`config.mk`:
```
export PLATFORM = sky130hd
export DESIGN_NAME = rational_arithmetic_unit
export DESIGN_NICKNAME = d
export VERILOG_FILES = /design/src/hw/rtl/rau_pkg.sv /design/src/hw/rtl/rau_divider.sv /design/src/hw/rtl/rational_arithmetic_unit.sv
export SDC_FILE = /design/constraint.sdc
export NUM_CORES = 2
export LEC_CHECK = 0
export BUFFER_PORTS_ARGS = -buffer_cell sky130_fd_sc_hd__buf_2
export CAP_MARGIN = 40
export CORE_MARGIN = 3
export CORE_UTILIZATION = 59
export DETAILED_ROUTE_END_ITERATION = 10
export PLACE_DENSITY = 0.79
export SLEW_MARGIN = 25
export SYNTH_ARGS = -nofsm -noshare
export SYNTH_HDL_FRONTEND = slang
export SYNTH_HIERARCHICAL = 1
export SYNTH_SLANG_ARGS = --single-unit
export TNS_END_PERCENT = 10
```
`constraint.sdc`:
```
create_clock -name clk_i -period 18.17 [get_ports clk_i]
set_input_delay 4.5425 -clock clk_i [delete_from_list [all_inputs] [get_ports clk_i]]
set_output_delay 4.5425 -clock clk_i [all_outputs]
set_load 0.02 [all_outputs]
```
`src/hw/rtl/rau_pkg.sv`:
```
package rau_pkg;

  // Field widths of the channels
  localparam int unsigned NumW     = 32;
  localparam int unsigned DenW     = 31;
  localparam int unsigned ModeW    = 3;
  localparam int unsigned StatusW  = 2;
  localparam int unsigned DefValueW = 32;

  typedef enum logic [ModeW-1:0] {
    MODE_ADD = 3'd0,
    MODE_SUB = 3'd1,
    MODE_MUL = 3'd2,
    MODE_DIV = 3'd3,
    MODE_CMP = 3'd4
  } mode_e;

  typedef enum logic [StatusW-1:0] {
    ST_OK       = 2'd0,
    ST_ZERO_DEN = 2'd1,
    ST_OVERFLOW = 2'd2
  } status_e;

  typedef enum logic [3:0] {
    S_IDLE,
    S_MUL1,
    S_MUL2,
    S_MUL3,
    S_REDUCE,
    S_GCD_START,
    S_GCD_WAIT,
    S_DIVN_START,
    S_DIVN_WAIT,
    S_DIVD_START,
    S_DIVD_WAIT,
    S_CHECK,
    S_FIN
  } state_e;

  typedef struct packed {
    logic [ModeW-1:0]   mode;
    logic signed [31:0] a_num;
    logic signed [31:0] a_den;
    logic signed [31:0] b_num;
    logic signed [31:0] b_den;
  } in_t;

  typedef struct packed {
    logic signed [NumW-1:0] res_num;
    logic [DenW-1:0]        res_den;
    logic                   equal;
    logic [StatusW-1:0]     status;
  } out_t;

endpackage

```
`src/hw/rtl/rau_divider.sv`:
```
// Restoring divider, one quotient bit per cycle.
module rau_divider #(
  parameter int unsigned Width = 65
) (
  input  logic             clk_i,
  input  logic             rst_ni,
  input  logic             start_i,
  input  logic [Width-1:0] dividend_i,
  input  logic [Width-1:0] divisor_i,
  output logic             done_o,
  output logic [Width-1:0] quot_o,
  output logic [Width-1:0] rem_o
);

  localparam int unsigned CntW = $clog2(Width + 1);

  logic [Width:0]   rem_q, rem_d;
  logic [Width-1:0] quo_q, quo_d;
  logic [Width-1:0] dvs_q;
  logic [CntW-1:0]  cnt_q, cnt_d;
  logic             busy_q, busy_d, done_q, done_d;
  logic [Width:0]   shifted, diff;

  // Shift in the next dividend bit and trial-subtract
  assign shifted = {rem_q[Width-1:0], quo_q[Width-1]};
  assign diff    = shifted - {1'b0, dvs_q};

  always_comb begin
    rem_d  = rem_q;
    quo_d  = quo_q;
    cnt_d  = cnt_q;
    busy_d = busy_q;
    done_d = 1'b0;
    if (start_i) begin
      rem_d  = '0;
      quo_d  = dividend_i;
      cnt_d  = '0;
      busy_d = 1'b1;
    end else if (busy_q) begin
      if (!diff[Width]) begin
        rem_d = diff;
        quo_d = {quo_q[Width-2:0], 1'b1};
      end else begin
        rem_d = shifted;
        quo_d = {quo_q[Width-2:0], 1'b0};
      end
      cnt_d = cnt_q + 1'b1;
      if (cnt_q == CntW'(Width - 1)) begin
        busy_d = 1'b0;
        done_d = 1'b1;
      end
    end
  end

  always_ff @(posedge clk_i or negedge rst_ni) begin
    if (!rst_ni) begin
      busy_q <= 1'b0;
      done_q <= 1'b0;
      cnt_q  <= '0;
    end else begin
      busy_q <= busy_d;
      done_q <= done_d;
      cnt_q  <= cnt_d;
    end
  end

  always_ff @(posedge clk_i) begin
    rem_q <= rem_d;
    quo_q <= quo_d;
    if (start_i) begin
      dvs_q <= divisor_i;
    end
  end

  assign done_o = done_q;
  assign quot_o = quo_q;
  assign rem_o  = rem_q[Width-1:0];

endmodule

```
`src/hw/rtl/rational_arithmetic_unit.sv`:
```
// Rational arithmetic unit.
// Input channel in_valid_i / in_stall_o carries one transaction: mode and two
// fractions a_num/a_den, b_num/b_den (low ValueW bits of each, sign-extended).
// Output channel out_valid_o / out_stall_i returns one result per transaction:
// reduced numerator, positive denominator, equal flag and status.
// Sequence: the cross products are formed in S_MUL1 and S_MUL2 (and S_MUL3 for add
// and subtract) on one shared ValueW x ValueW multiplier, then Euclid's loop runs
// each modulo step on a shared restoring divider of 2*ValueW+1 bits, then two
// more divider passes do the division by the gcd. Compare, zero-denominator
// and zero-numerator cases finish after the products. The length of a full
// reduction is set by the number of Euclid steps. One transaction is in work
// at a time; in_stall_o is high meanwhile.
// The result sits in an output register; a new transaction is accepted while
// it waits, and the next result holds until the receiver takes the first.
// While out_stall_i is high the output payload and valid hold.
// Reset clears the sequencer and the output valid; no result is pending.
module rational_arithmetic_unit #(
  parameter int unsigned ValueW = rau_pkg::DefValueW
) (
  input  logic          clk_i,
  input  logic          rst_ni,
  input  logic          in_valid_i,
  output logic          in_stall_o,
  input  rau_pkg::in_t  in_data_i,
  output logic          out_valid_o,
  input  logic          out_stall_i,
  output rau_pkg::out_t out_data_o
);

  localparam int unsigned PW = 2 * ValueW;
  localparam int unsigned SW = 2 * ValueW + 1;
  localparam logic [SW-1:0] Limit = SW'(1) << (ValueW - 1);

  rau_pkg::state_e state_q, state_d;

  logic [rau_pkg::ModeW-1:0] mode_q;
  logic [ValueW-1:0] an_q, ad_q, bn_q, bd_q;
  logic              ans_q, ads_q, bns_q, bds_q;
  logic [PW-1:0]     p1_q, p2_q;
  logic              s1_q, s2_q;
  logic [SW-1:0]     num_q, den_q, x_q, y_q, n_q, d_q;
  logic              neg_q;
  rau_pkg::out_t     res_q, out_q;
  logic              out_valid_q;

  logic              accept, out_free;
  logic [ValueW-1:0] mul_a, mul_b;
  logic              mul_s;
  logic [PW-1:0]     prod;
  logic              e1, e2;
  logic [SW-1:0]     sum_mag;
  logic              sum_neg;
  logic              div_start, div_done;
  logic [SW-1:0]     div_dvd, div_dvs, div_quo, div_rem;
  logic [rau_pkg::NumW-1:0] n_ext;

  // Take the low ValueW bits of an operand as sign and magnitude
  function automatic logic [ValueW:0] to_sm(logic [31:0] raw);
    logic [ValueW-1:0] v;
    v = raw[ValueW-1:0];
    return {v[ValueW-1], v[ValueW-1] ? (~v + 1'b1) : v};
  endfunction

  assign accept   = in_valid_i && !in_stall_o;
  assign out_free = !out_valid_q || !out_stall_i;

  // Shared multiplier operand and sign selection
  always_comb begin
    mul_a = an_q;
    mul_b = bd_q;
    mul_s = ans_q ^ bds_q;
    case (state_q)
      rau_pkg::S_MUL1: begin
        if (mode_q == rau_pkg::MODE_MUL) begin
          mul_b = bn_q;
          mul_s = ans_q ^ bns_q;
        end
      end
      rau_pkg::S_MUL2: begin
        mul_a = ad_q;
        case (mode_q)
          rau_pkg::MODE_MUL: begin
            mul_b = bd_q;
            mul_s = ads_q ^ bds_q;
          end
          rau_pkg::MODE_SUB: begin
            mul_b = bn_q;
            mul_s = ads_q ^ ~bns_q;
          end
          default: begin
            mul_b = bn_q;
            mul_s = ads_q ^ bns_q;
          end
        endcase
      end
      rau_pkg::S_MUL3: begin
        mul_a = ad_q;
        mul_b = bd_q;
        mul_s = ads_q ^ bds_q;
      end
      default: ;
    endcase
  end

  assign prod = PW'(mul_a) * PW'(mul_b);

  // Signed sum of the two cross products
  assign e1 = s1_q && (p1_q != '0);
  assign e2 = s2_q && (p2_q != '0);
  always_comb begin
    if (e1 == e2) begin
      sum_mag = SW'(p1_q) + SW'(p2_q);
      sum_neg = e1;
    end else if (p1_q >= p2_q) begin
      sum_mag = SW'(p1_q - p2_q);
      sum_neg = e1;
    end else begin
      sum_mag = SW'(p2_q - p1_q);
      sum_neg = e2;
    end
    if (sum_mag == '0) begin
      sum_neg = 1'b0;
    end
  end

  // Divider request per phase
  always_comb begin
    div_start = 1'b0;
    div_dvd   = x_q;
    div_dvs   = y_q;
    case (state_q)
      rau_pkg::S_GCD_START: div_start = (y_q != '0);
      rau_pkg::S_DIVN_START: begin
        div_start = 1'b1;
        div_dvd   = num_q;
        div_dvs   = x_q;
      end
      rau_pkg::S_DIVD_START: begin
        div_start = 1'b1;
        div_dvd   = den_q;
        div_dvs   = x_q;
      end
      default: ;
    endcase
  end

  rau_divider #(.Width(SW)) u_div (
    .clk_i,
    .rst_ni,
    .start_i    (div_start),
    .dividend_i (div_dvd),
    .divisor_i  (div_dvs),
    .done_o     (div_done),
    .quot_o     (div_quo),
    .rem_o      (div_rem)
  );

  // Next state
  always_comb begin
    state_d = state_q;
    case (state_q)
      rau_pkg::S_IDLE: if (accept) state_d = rau_pkg::S_MUL1;
      rau_pkg::S_MUL1: begin
        if (mode_q > rau_pkg::MODE_CMP || ad_q == '0 || bd_q == '0) begin
          state_d = rau_pkg::S_FIN;
        end else begin
          state_d = rau_pkg::S_MUL2;
        end
      end
      rau_pkg::S_MUL2: begin
        case (mode_q)
          rau_pkg::MODE_ADD, rau_pkg::MODE_SUB: state_d = rau_pkg::S_MUL3;
          rau_pkg::MODE_CMP:                    state_d = rau_pkg::S_FIN;
          default:                              state_d = rau_pkg::S_REDUCE;
        endcase
      end
      rau_pkg::S_MUL3: state_d = rau_pkg::S_REDUCE;
      rau_pkg::S_REDUCE: begin
        if (den_q == '0 || num_q == '0) begin
          state_d = rau_pkg::S_FIN;
        end else begin
          state_d = rau_pkg::S_GCD_START;
        end
      end
      rau_pkg::S_GCD_START: begin
        state_d = (y_q == '0) ? rau_pkg::S_DIVN_START : rau_pkg::S_GCD_WAIT;
      end
      rau_pkg::S_GCD_WAIT:   if (div_done) state_d = rau_pkg::S_GCD_START;
      rau_pkg::S_DIVN_START: state_d = rau_pkg::S_DIVN_WAIT;
      rau_pkg::S_DIVN_WAIT:  if (div_done) state_d = rau_pkg::S_DIVD_START;
      rau_pkg::S_DIVD_START: state_d = rau_pkg::S_DIVD_WAIT;
      rau_pkg::S_DIVD_WAIT:  if (div_done) state_d = rau_pkg::S_CHECK;
      rau_pkg::S_CHECK:      state_d = rau_pkg::S_FIN;
      rau_pkg::S_FIN:        if (out_free) state_d = rau_pkg::S_IDLE;
      default:               state_d = rau_pkg::S_IDLE;
    endcase
  end

  // Handshake outputs
  always_comb begin
    in_stall_o  = (state_q != rau_pkg::S_IDLE);
    out_valid_o = out_valid_q;
    out_data_o  = out_q;
  end

  assign n_ext = rau_pkg::NumW'(n_q[ValueW-1:0]);

  always_ff @(posedge clk_i or negedge rst_ni) begin
    if (!rst_ni) begin
      state_q     <= rau_pkg::S_IDLE;
      out_valid_q <= 1'b0;
    end else begin
      state_q <= state_d;
      if (state_q == rau_pkg::S_FIN && out_free) begin
        out_valid_q <= 1'b1;
      end else if (!out_stall_i) begin
        out_valid_q <= 1'b0;
      end
    end
  end

  // Datapath registers
  always_ff @(posedge clk_i) begin
    if (state_q == rau_pkg::S_FIN && out_free) begin
      out_q <= res_q;
    end
    case (state_q)
      rau_pkg::S_IDLE: begin
        if (accept) begin
          mode_q       <= in_data_i.mode;
          {ans_q, an_q} <= to_sm(in_data_i.a_num);
          {ads_q, ad_q} <= to_sm(in_data_i.a_den);
          {bns_q, bn_q} <= to_sm(in_data_i.b_num);
          {bds_q, bd_q} <= to_sm(in_data_i.b_den);
        end
      end
      rau_pkg::S_MUL1: begin
        p1_q  <= prod;
        s1_q  <= mul_s;
        res_q <= '0;
        if (mode_q <= rau_pkg::MODE_CMP && (ad_q == '0 || bd_q == '0)) begin
          res_q.status <= rau_pkg::ST_ZERO_DEN;
        end
      end
      rau_pkg::S_MUL2: begin
        p2_q <= prod;
        s2_q <= mul_s;
        if (mode_q == rau_pkg::MODE_CMP) begin
          res_q.equal <= (p1_q == prod) && ((e1) == (mul_s && prod != '0));
        end else begin
          num_q <= SW'(p1_q);
          neg_q <= e1 ^ (mul_s && prod != '0);
          den_q <= SW'(prod);
        end
      end
      rau_pkg::S_MUL3: begin
        // Fold the sign of the denominator product into the result sign
        num_q <= sum_mag;
        neg_q <= sum_neg ^ mul_s;
        den_q <= SW'(prod);
      end
      rau_pkg::S_REDUCE: begin
        x_q <= num_q;
        y_q <= den_q;
        if (den_q == '0) begin
          res_q.status <= rau_pkg::ST_ZERO_DEN;
        end else if (num_q == '0) begin
          res_q.res_den <= rau_pkg::DenW'(1);
        end
      end
      rau_pkg::S_GCD_WAIT: begin
        if (div_done) begin
          x_q <= y_q;
          y_q <= div_rem;
        end
      end
      rau_pkg::S_DIVN_WAIT: if (div_done) n_q <= div_quo;
      rau_pkg::S_DIVD_WAIT: if (div_done) d_q <= div_quo;
      rau_pkg::S_CHECK: begin
        if (d_q >= Limit || n_q > (neg_q ? Limit : Limit - 1'b1)) begin
          res_q.status <= rau_pkg::ST_OVERFLOW;
        end else begin
          res_q.res_num <= neg_q ? (~n_ext + 1'b1) : n_ext;
          res_q.res_den <= rau_pkg::DenW'(d_q[ValueW-2:0]);
        end
      end
      default: ;
    endcase
  end

endmodule

```
After elaboration in Yosys (flattened, before gate mapping)
Cells that the tools add are included.

word-level totals
  output and inout port bits = 68
  bits of input ports = 135
  word-level logic and storage cells = 215
  bits in writable memories = 0
  register bits = 997
  ROM bits = 0
  memories kept = 0
  bits in latches = 0

cells by class
  add/subtract/negate cells = 10
  shift operators = 0
  reductions and logical operators = 48
  bitwise logic cells = 13
  div/mod/pow operators = 0
  $lt $le $gt $ge = 5
  multipliers = 1
  multiplexer cells = 66
  equality and inequality tests = 32

operators by type and width
  kind                                                                  number
  two-way mux 65 bit                                                    10
  case mux 65 bit (2 select lines)                                      5
  logical NOT 65 bit                                                    4
  nonzero test 64 bit                                                   3
  two-way mux 31 bit                                                    6
  adder 32 x 1 -> 32 bit (second input constant)                        5
  two-way mux 32 bit                                                    5
  NOT 32 bit                                                            5
  subtractor 64 x 64 -> 65 bit                                          2
  case mux 32 bit (2 select lines)                                      2
  case mux 31 bit (3 select lines)                                      1
  subtractor 66 x 65 -> 66 bit                                          1
  adder 64 x 64 -> 65 bit                                               1
  greater-or-equal comparator 65 x 32 -> 1 bit (second input constant)  1
  greater-than comparator 65 x 32 -> 1 bit                              1
  nonzero test 65 bit                                                   1
  equality test 64 bit                                                  1
  greater-or-equal comparator 64 bit                                    1
  logical NOT 32 bit                                                    2
  multiplier 32 x 32 -> 64 bit                                          1
  two-way mux 63 bit                                                    1
  case mux 4 bit (13 select lines)                                      1
  two-way mux 4 bit                                                     7
  equality test 4 bit (second input constant)                           5
  35 further kinds                                                      103

Longest topological paths before layout
  depth in word-level cells = 10
  mapped depth = 39
  gate-level depth less buffers = 35

By module
The synthesis kept the hierarchy.

by module, submodules not included
  module                    cells an instance  area an instance (um2)  sequential area each (um2)  times used
  rational_arithmetic_unit  8,134              79,874.1                23,757.8                    1
  rau_divider               1,266              12,177.9                5,430.2                     1

Worst setup path before layout
No wires, ideal clock.

  path type = register to register
  start point = reg state_q[1]
  end point = reg neg_q, data pin
  slack = 0.972 ns
  arrival = 16.938 ns
  setup time = 0.260 ns
  clock period less this slack = 17.198 ns
  stages on the path, launching flop included = 38
  required time = 17.910 ns
  path buffers = 5
  cells stage by stage = dfrtp_1 -> buf_2 -> nor4b_1 -> mux2i_1 -> buf_2 -> buf_1 -> mux2i_1 -> clkbuf_1 -> nor2_1 -> fa_1 -> fa_1 -> fa_1 -> inv_1 -> fa_1 -> inv_1 -> fa_1 -> inv_1 -> fa_1 -> [... 2 more ...] -> fa_1 -> ha_1 -> clkbuf_1 -> o21ai_0 -> nor2_1 -> o41a_1 -> a31oi_2 -> a21oi_1 -> or3b_4 -> a21oi_2 -> xnor2_1 -> or4_1 -> nor4_1 -> nand4b_1 -> or4_1 -> mux2i_1 -> o32ai_1 -> nor2_1

between the ends
  cells in the longest elaborated chain, start to end = 9
  elaborated cells on any way between the ends = 14
  those cells by class = mul (1); eq/ne (3); mux (5); bitwise (2); reduce/logical (3)

ends and longest elaborated chain
  item                                 line                             text
  start: declaration                   rational_arithmetic_unit.sv:34   rau_pkg::state_e state_q, state_d;
  start signal: assignment             rational_arithmetic_unit.sv:210  state_q <= rau_pkg::S_IDLE;
  start signal: assignment             rational_arithmetic_unit.sv:213  state_q <= state_d;
  equality test 4 x 2 -> 1 bit         rational_arithmetic_unit.sv:72   case (state_q)
  OR reduction 2 bit (no source line)  --
  two-way mux 32 bit                   rational_arithmetic_unit.sv:72
  multiplier 32 x 32 -> 64 bit *       rational_arithmetic_unit.sv:105  assign prod = PW'(mul_a) * PW'(mul_b);
  net prod[43]                         rational_arithmetic_unit.sv:49   logic [PW-1:0] prod;
  nonzero test 64 bit *                rational_arithmetic_unit.sv:252  neg_q <= e1 ^ (mul_s && prod != '0);
  logical AND 1 bit *                  rational_arithmetic_unit.sv:252
  bitwise XOR 1 bit *                  rational_arithmetic_unit.sv:252
  two-way mux 1 bit *                  rational_arithmetic_unit.sv:248  if (mode_q == rau_pkg::MODE_CMP) begin
  case mux 1 bit (2 select lines) *    rational_arithmetic_unit.sv:227  case (state_q)
  end signal: assignment               rational_arithmetic_unit.sv:252
  end signal: assignment               rational_arithmetic_unit.sv:259  neg_q <= sum_neg ^ mul_s;
  end: declaration                     rational_arithmetic_unit.sv:42   logic neg_q;

The timed path passes the listed nets; every way through them passes the cells marked *. The select of a mux whose other input is x is not followed.
A chain may end at the register's enable or synchronous reset.

Worst setup path in the final report
  start point = reg state_q[2]
  end point = reg res_q[2] (netlist name), data pin

between the ends
  cells in the longest elaborated chain, start to end = 10
  elaborated cells on any way between the ends = 15
  those cells by class = mul (1); eq/ne (5); mux (5); reduce/logical (4)

ends and longest elaborated chain
  item                                 line                             text
  equality test 4 x 2 -> 1 bit         rational_arithmetic_unit.sv:72
  OR reduction 2 bit (no source line)  --
  two-way mux 32 bit                   rational_arithmetic_unit.sv:72
  multiplier 32 x 32 -> 64 bit *       rational_arithmetic_unit.sv:105
  net prod[36]                         rational_arithmetic_unit.sv:49
  nonzero test 64 bit                  rational_arithmetic_unit.sv:249  res_q.equal <= (p1_q == prod) && ((e1) == (mul_s && prod != '0));
  logical AND 1 bit                    rational_arithmetic_unit.sv:249
  equality test 1 bit                  rational_arithmetic_unit.sv:249
  logical AND 1 bit *                  rational_arithmetic_unit.sv:249
  two-way mux 1 bit *                  rational_arithmetic_unit.sv:248
  case mux 1 bit (2 select lines) *    rational_arithmetic_unit.sv:227
  end: declaration                     rational_arithmetic_unit.sv:43   rau_pkg::out_t res_q, out_q;

Marks and branches as above.

==> results.md <==
- The post-CTS setup repair buffer count is 0.
- The ratio of final minimum period to clock period is 0.704.
- The floorplan has approximately 140 rows.
- The startpoint of the most critical hold path is res_q[57]$_SDFFCE_PN0P_.
- The startpoint of the worst-slack reg-to-reg timing path is state_q[2]$_DFFE_PN0P_.
- For this run, the total global-route usage over all layers was measured as 0.437.
- The worst-case headroom to the max-slew limit is 0.343.
- On the worst path, the slowest cell contributes a delay of 0.82 ns.
- The CTS tree is done.
- The initial cell density of the core is 0.595.
- The net load switching power is roughly 1 mW.
- After routing, the total negative slack on setup checks comes to 0 ns.
- The average detailed-routed wire length per instance is 30.5 um.
- The most common library cell in the layout ignoring fill and taps is sky130_fd_sc_hd__inv_1.
- The first global-routing pass estimated a little over 500000 um of wire.
- The transition time of the tightest slew-check pin is between 0.9 and 1 ns.
- Based on the critical path, the design can be clocked at up to 78.2 MHz.
- Using the TritonRoute via totals, the vias-per-cell ratio works out to between 6 and 7.
- In the layout the commonest cells are 1166 x sky130_fd_sc_hd__inv_1, 1026 x sky130_fd_sc_hd__nand2_1, 982 x sky130_fd_sc_hd__nor2_1.
- The floorplan step defined a die boundary enclosing between 150000 and 200000 um^2.
- The number of hold buffers added after CTS was 0.
- STA classifies the critical path startpoint as a register.
- The number of flops mapped to enable cells by yosys is 917.
- Once detail routing completed, the nets flagged for antenna violations numbered 0.
- The tree is rooted in a sky130_fd_sc_hd__clkbuf_16.
- Entering global routing, the biggest net connects 74 pins.
- In this run the power density over the cells is roughly 50 nW/um^2.
- STA classifies the critical path endpoint as a register.
- The count of nets after finishing is approximately 11000.
- The share of total power dissipated in the clock network is 0.482.
- For the worst setup path, the data required time is between 15 and 20 ns.
- The count of routing violations after the opening detailed-route iteration is 9315.
- The DRC violations left is 0.
- After global routing the overflow that remains totals 0.
- The clock tree synthesis step divided the H-tree into 3 levels.
- The count of cells along the worst register-to-register path is 35.
- Counting instances, the worst hold path has a depth of 0.
- The detailed-router iteration count before antenna repair is 9.
- The initial antenna violation count is 25.
- Internal power comes to about 4 mW.
- In this run the deepest clock path goes through 3 buffers.
- During synthesis, Yosys emitted a total of 6 warnings.
- The switching share of power is 0.209.
- The number of clock sinks seen by CTS is ~1000.
- The arrival time of data at the critical path endpoint is around 13 ns.
- OpenSTA, run right after detailed placement, puts the worst setup slack at between 5 and 6 ns.
- Summing every instance area after synthesis gives 92100 um^2.
- The netlist uses approximately 100 different library cells.
- Dividing the synthesized area by the synthesized cell count gives approximately 9.8 um^2.
- The total count of max-transition violations in the final report is 0.
- The setup clock skew after layout is 0.0441 ns.
- By instance count, the cell type seen most on the critical path is sky130_fd_sc_hd__fa_1.
- The area added between synthesis and finish is 8.53%.
- The shortest period the worst path allows is 12.79 ns.
- Setup repair after global routing left no endpoint under its margin.
- The chip height is approximately 400 um.
- The number of buffer and inverter instances along the worst setup path is 7.
- For the worst-skew pair, the clock arrives at the later sink with an insertion delay of 0.77 ns.
- TritonCTS created between 100 and 150 clock buffers.
- The register area share after synthesis is 0.317.
- In the synthesized netlist the async set-or-reset flop fraction comes to 0.0141.
- The largest individual stage delay along the critical path comes from the cell sky130_fd_sc_hd__dfrtp_1.
- In this run, post-CTS repair resized a total of 0 instances.
- The class of the tightest hold or removal check is reg2reg.
- Input and output buffers added on the ports amount to 202.
- The leakage power total is around 40 nW.
- The worst setup slack for register-to-register paths is 5.38 ns.
- The commonest register cell after synthesis is sky130_fd_sc_hd__edfxtp_1.
- The worst path meets setup with between 5 and 6 ns of slack.
- Of the total power, registers draw 0.503.
- The kind of cell with the highest combined delay along the critical path is adder cells.
- For hold timing, the worst endpoint is out_data_o[57]$_DFFE_PP_.
- The endpoint of the worst-slack reg-to-reg timing path is res_q[2]$_DFFE_PP_.
- The flow ran to the end, and the final reports show no timing, DRC or antenna violations.
- Once detailed placement completed, the half-perimeter wirelength came to about 280000 um.
- After clock tree synthesis, the clock-pin slew on the worst setup and hold paths is about 0.07 ns.
- From left edge to right edge, the die measures between 400 and 500 um.
- The share of total power dissipated in combinational logic is 0.015.
- Setup violations remaining at the end of the flow were counted as 0.
- Pin placement for this block handled just over 200 I/O pins.
- The instance count of the mapped netlist is 9400.
- The via count of the first global-routing pass came to between 70000 and 80000.
- The fraction of final layout cells sized beyond drive strength 1 is 0.110.
- The total vias in the final route is approximately 77000.
- The area of the core region is between 150000 and 200000 um^2.
- IR analysis of the VDD net gives a maximum drop of 0.0892 mV.
- The total count of hold-check failures in the final report is 0.
- The type of the setup path with the least slack is reg2reg.
- At the end of routability-driven placement, the weighted congestion stood at 1.11.
- Counting flops and latches in the post-synthesis netlist gives 996.
- The routed wire length is roughly 350000 um.
- The synthesized netlist net count is between 10000 and 15000.
- Across the run, the number of max-cap violations was 0.
- The highest net fanout along the worst path is 32.
metrics by stage:
stage                util  std cells  power, mW  hold slack (ns)  cell area, um^2
global route        0.646      11600       5.03            0.423            99900
finish              0.646      11600       4.92            0.418            99900
floorplan               -       9400       2.56            0.400            92100
CTS                 0.645      11600       4.93            0.419            99600
global placement    0.618      11400       2.59            0.401            95500
detailed placement  0.620      11400       2.59            0.405            95900
power groups by stage:
stage          sequential (mW)  combinational, mW  clock [mW]
3_5_place_dp              2.52             0.0718           0
4_1_cts                   2.47             0.0722        2.38
2_1_floorplan             2.52             0.0369           0
6_report                  2.47             0.0728        2.37
3_3_place_gp              2.52             0.0693           0
5_1_grt                   2.47             0.0801        2.48
flip-flops by register name, indices dropped and copies added, names as in the netlist, 3 cells and up:
| register | flops |
|---|---|
| out_data_o | 66 |
| u_div/quot_o | 65 |
| d_q | 65 |
| y_q | 65 |
| bd_q | 32 |
| p2_q | 64 |
| bn_q | 32 |
| state_q | 4 |
| res_q | 66 |
| u_div/dvs_q | 65 |
| num_q | 65 |
| ad_q | 32 |
| x_q | 65 |
| u_div/rem_q | 65 |
| an_q | 32 |
| mode_q | 3 |
| p1_q | 64 |
| u_div/cnt_q | 7 |
| n_q | 65 |
| den_q | 64 |
cell usage after synthesis (131+ instances only):
cell type	instances	area, um^2
sky130_fd_sc_hd__edfxtp_1	917	27500
sky130_fd_sc_hd__xnor2_1	271	2370
sky130_fd_sc_hd__a21oi_1	435	2180
sky130_fd_sc_hd__ha_1	559	6990
sky130_fd_sc_hd__nand4_1	131	820
sky130_fd_sc_hd__o21ai_0	342	1710
sky130_fd_sc_hd__inv_1	1167	4380
sky130_fd_sc_hd__clkbuf_1	358	1340
sky130_fd_sc_hd__nand2_1	1026	3850
sky130_fd_sc_hd__nor2_1	989	3710
sky130_fd_sc_hd__mux2_2	323	3640
sky130_fd_sc_hd__fa_1	900	18000
sky130_fd_sc_hd__nor4_1	173	1080
cells by family after synthesis:
kind of cell,share of synthesized area
flip-flops,0.317
XOR/XNOR,0.0358
adder cells (fa/ha/maj),0.272
AND/OR/NAND/NOR,0.144
buffers and inverters,0.0665
AO/OA/AOI/OAI,0.117
multiplexers,0.0486
worst max path at each step:
stage                      startpoint            endpoint  slack (ns)  depth (start not counted)
2_1_floorplan  state_q[1]$_DFFE_PN0P_     neg_q$_DFFE_PP_        0.97                         37
3_3_place_gp   state_q[1]$_DFFE_PN0P_  res_q[2]$_DFFE_PP_        5.17                         32
3_5_place_dp   state_q[1]$_DFFE_PN0P_  res_q[2]$_DFFE_PP_        5.42                         34
4_1_cts        state_q[1]$_DFFE_PN0P_  res_q[2]$_DFFE_PP_        5.36                         34
5_1_grt        state_q[1]$_DFFE_PN0P_  res_q[2]$_DFFE_PP_        5.07                         35
6_report       state_q[2]$_DFFE_PN0P_  res_q[2]$_DFFE_PP_        5.38                         35
final cells by class:
class / count / area, um^2
multi-input cells: 6795 / 57100
clock inverters: 75 / 1110
fillers: 12300 / 54700
flip-flops and latches: 996 / 29200
repair buffers: 421 / 2820
clock buffers: 117 / 2670
inverters: 1170 / 4390
diodes: 18 / 45.0
well taps: 2044 / 2560
worst register-to-register path: cells and delay by family (launching register included):
kind                     cells  cell delay, ns
AO/OA/AOI/OAI                5            1.69
XOR/XNOR                     2            0.67
adder cells (fa/ha/maj)      9            4.50
buffers and inverters        7            1.81
flip-flops                   1            0.82
multiplexers                 2            0.51
AND/OR/NAND/NOR             10            2.64
metal layers:
| layer | vias up | GRT usage | wire length, um |
|---|---|---|---|
| li1 | 32500 | - | - |
| met1 | 37900 | 0.529 | 124000 |
| met2 | 5326 | 0.667 | 155000 |
| met3 | 1345 | 0.130 | 42400 |
| met4 | 10 | 0.319 | 32600 |
| met5 | - | 0 | 64 |
Power figures use the tool's default switching activity.
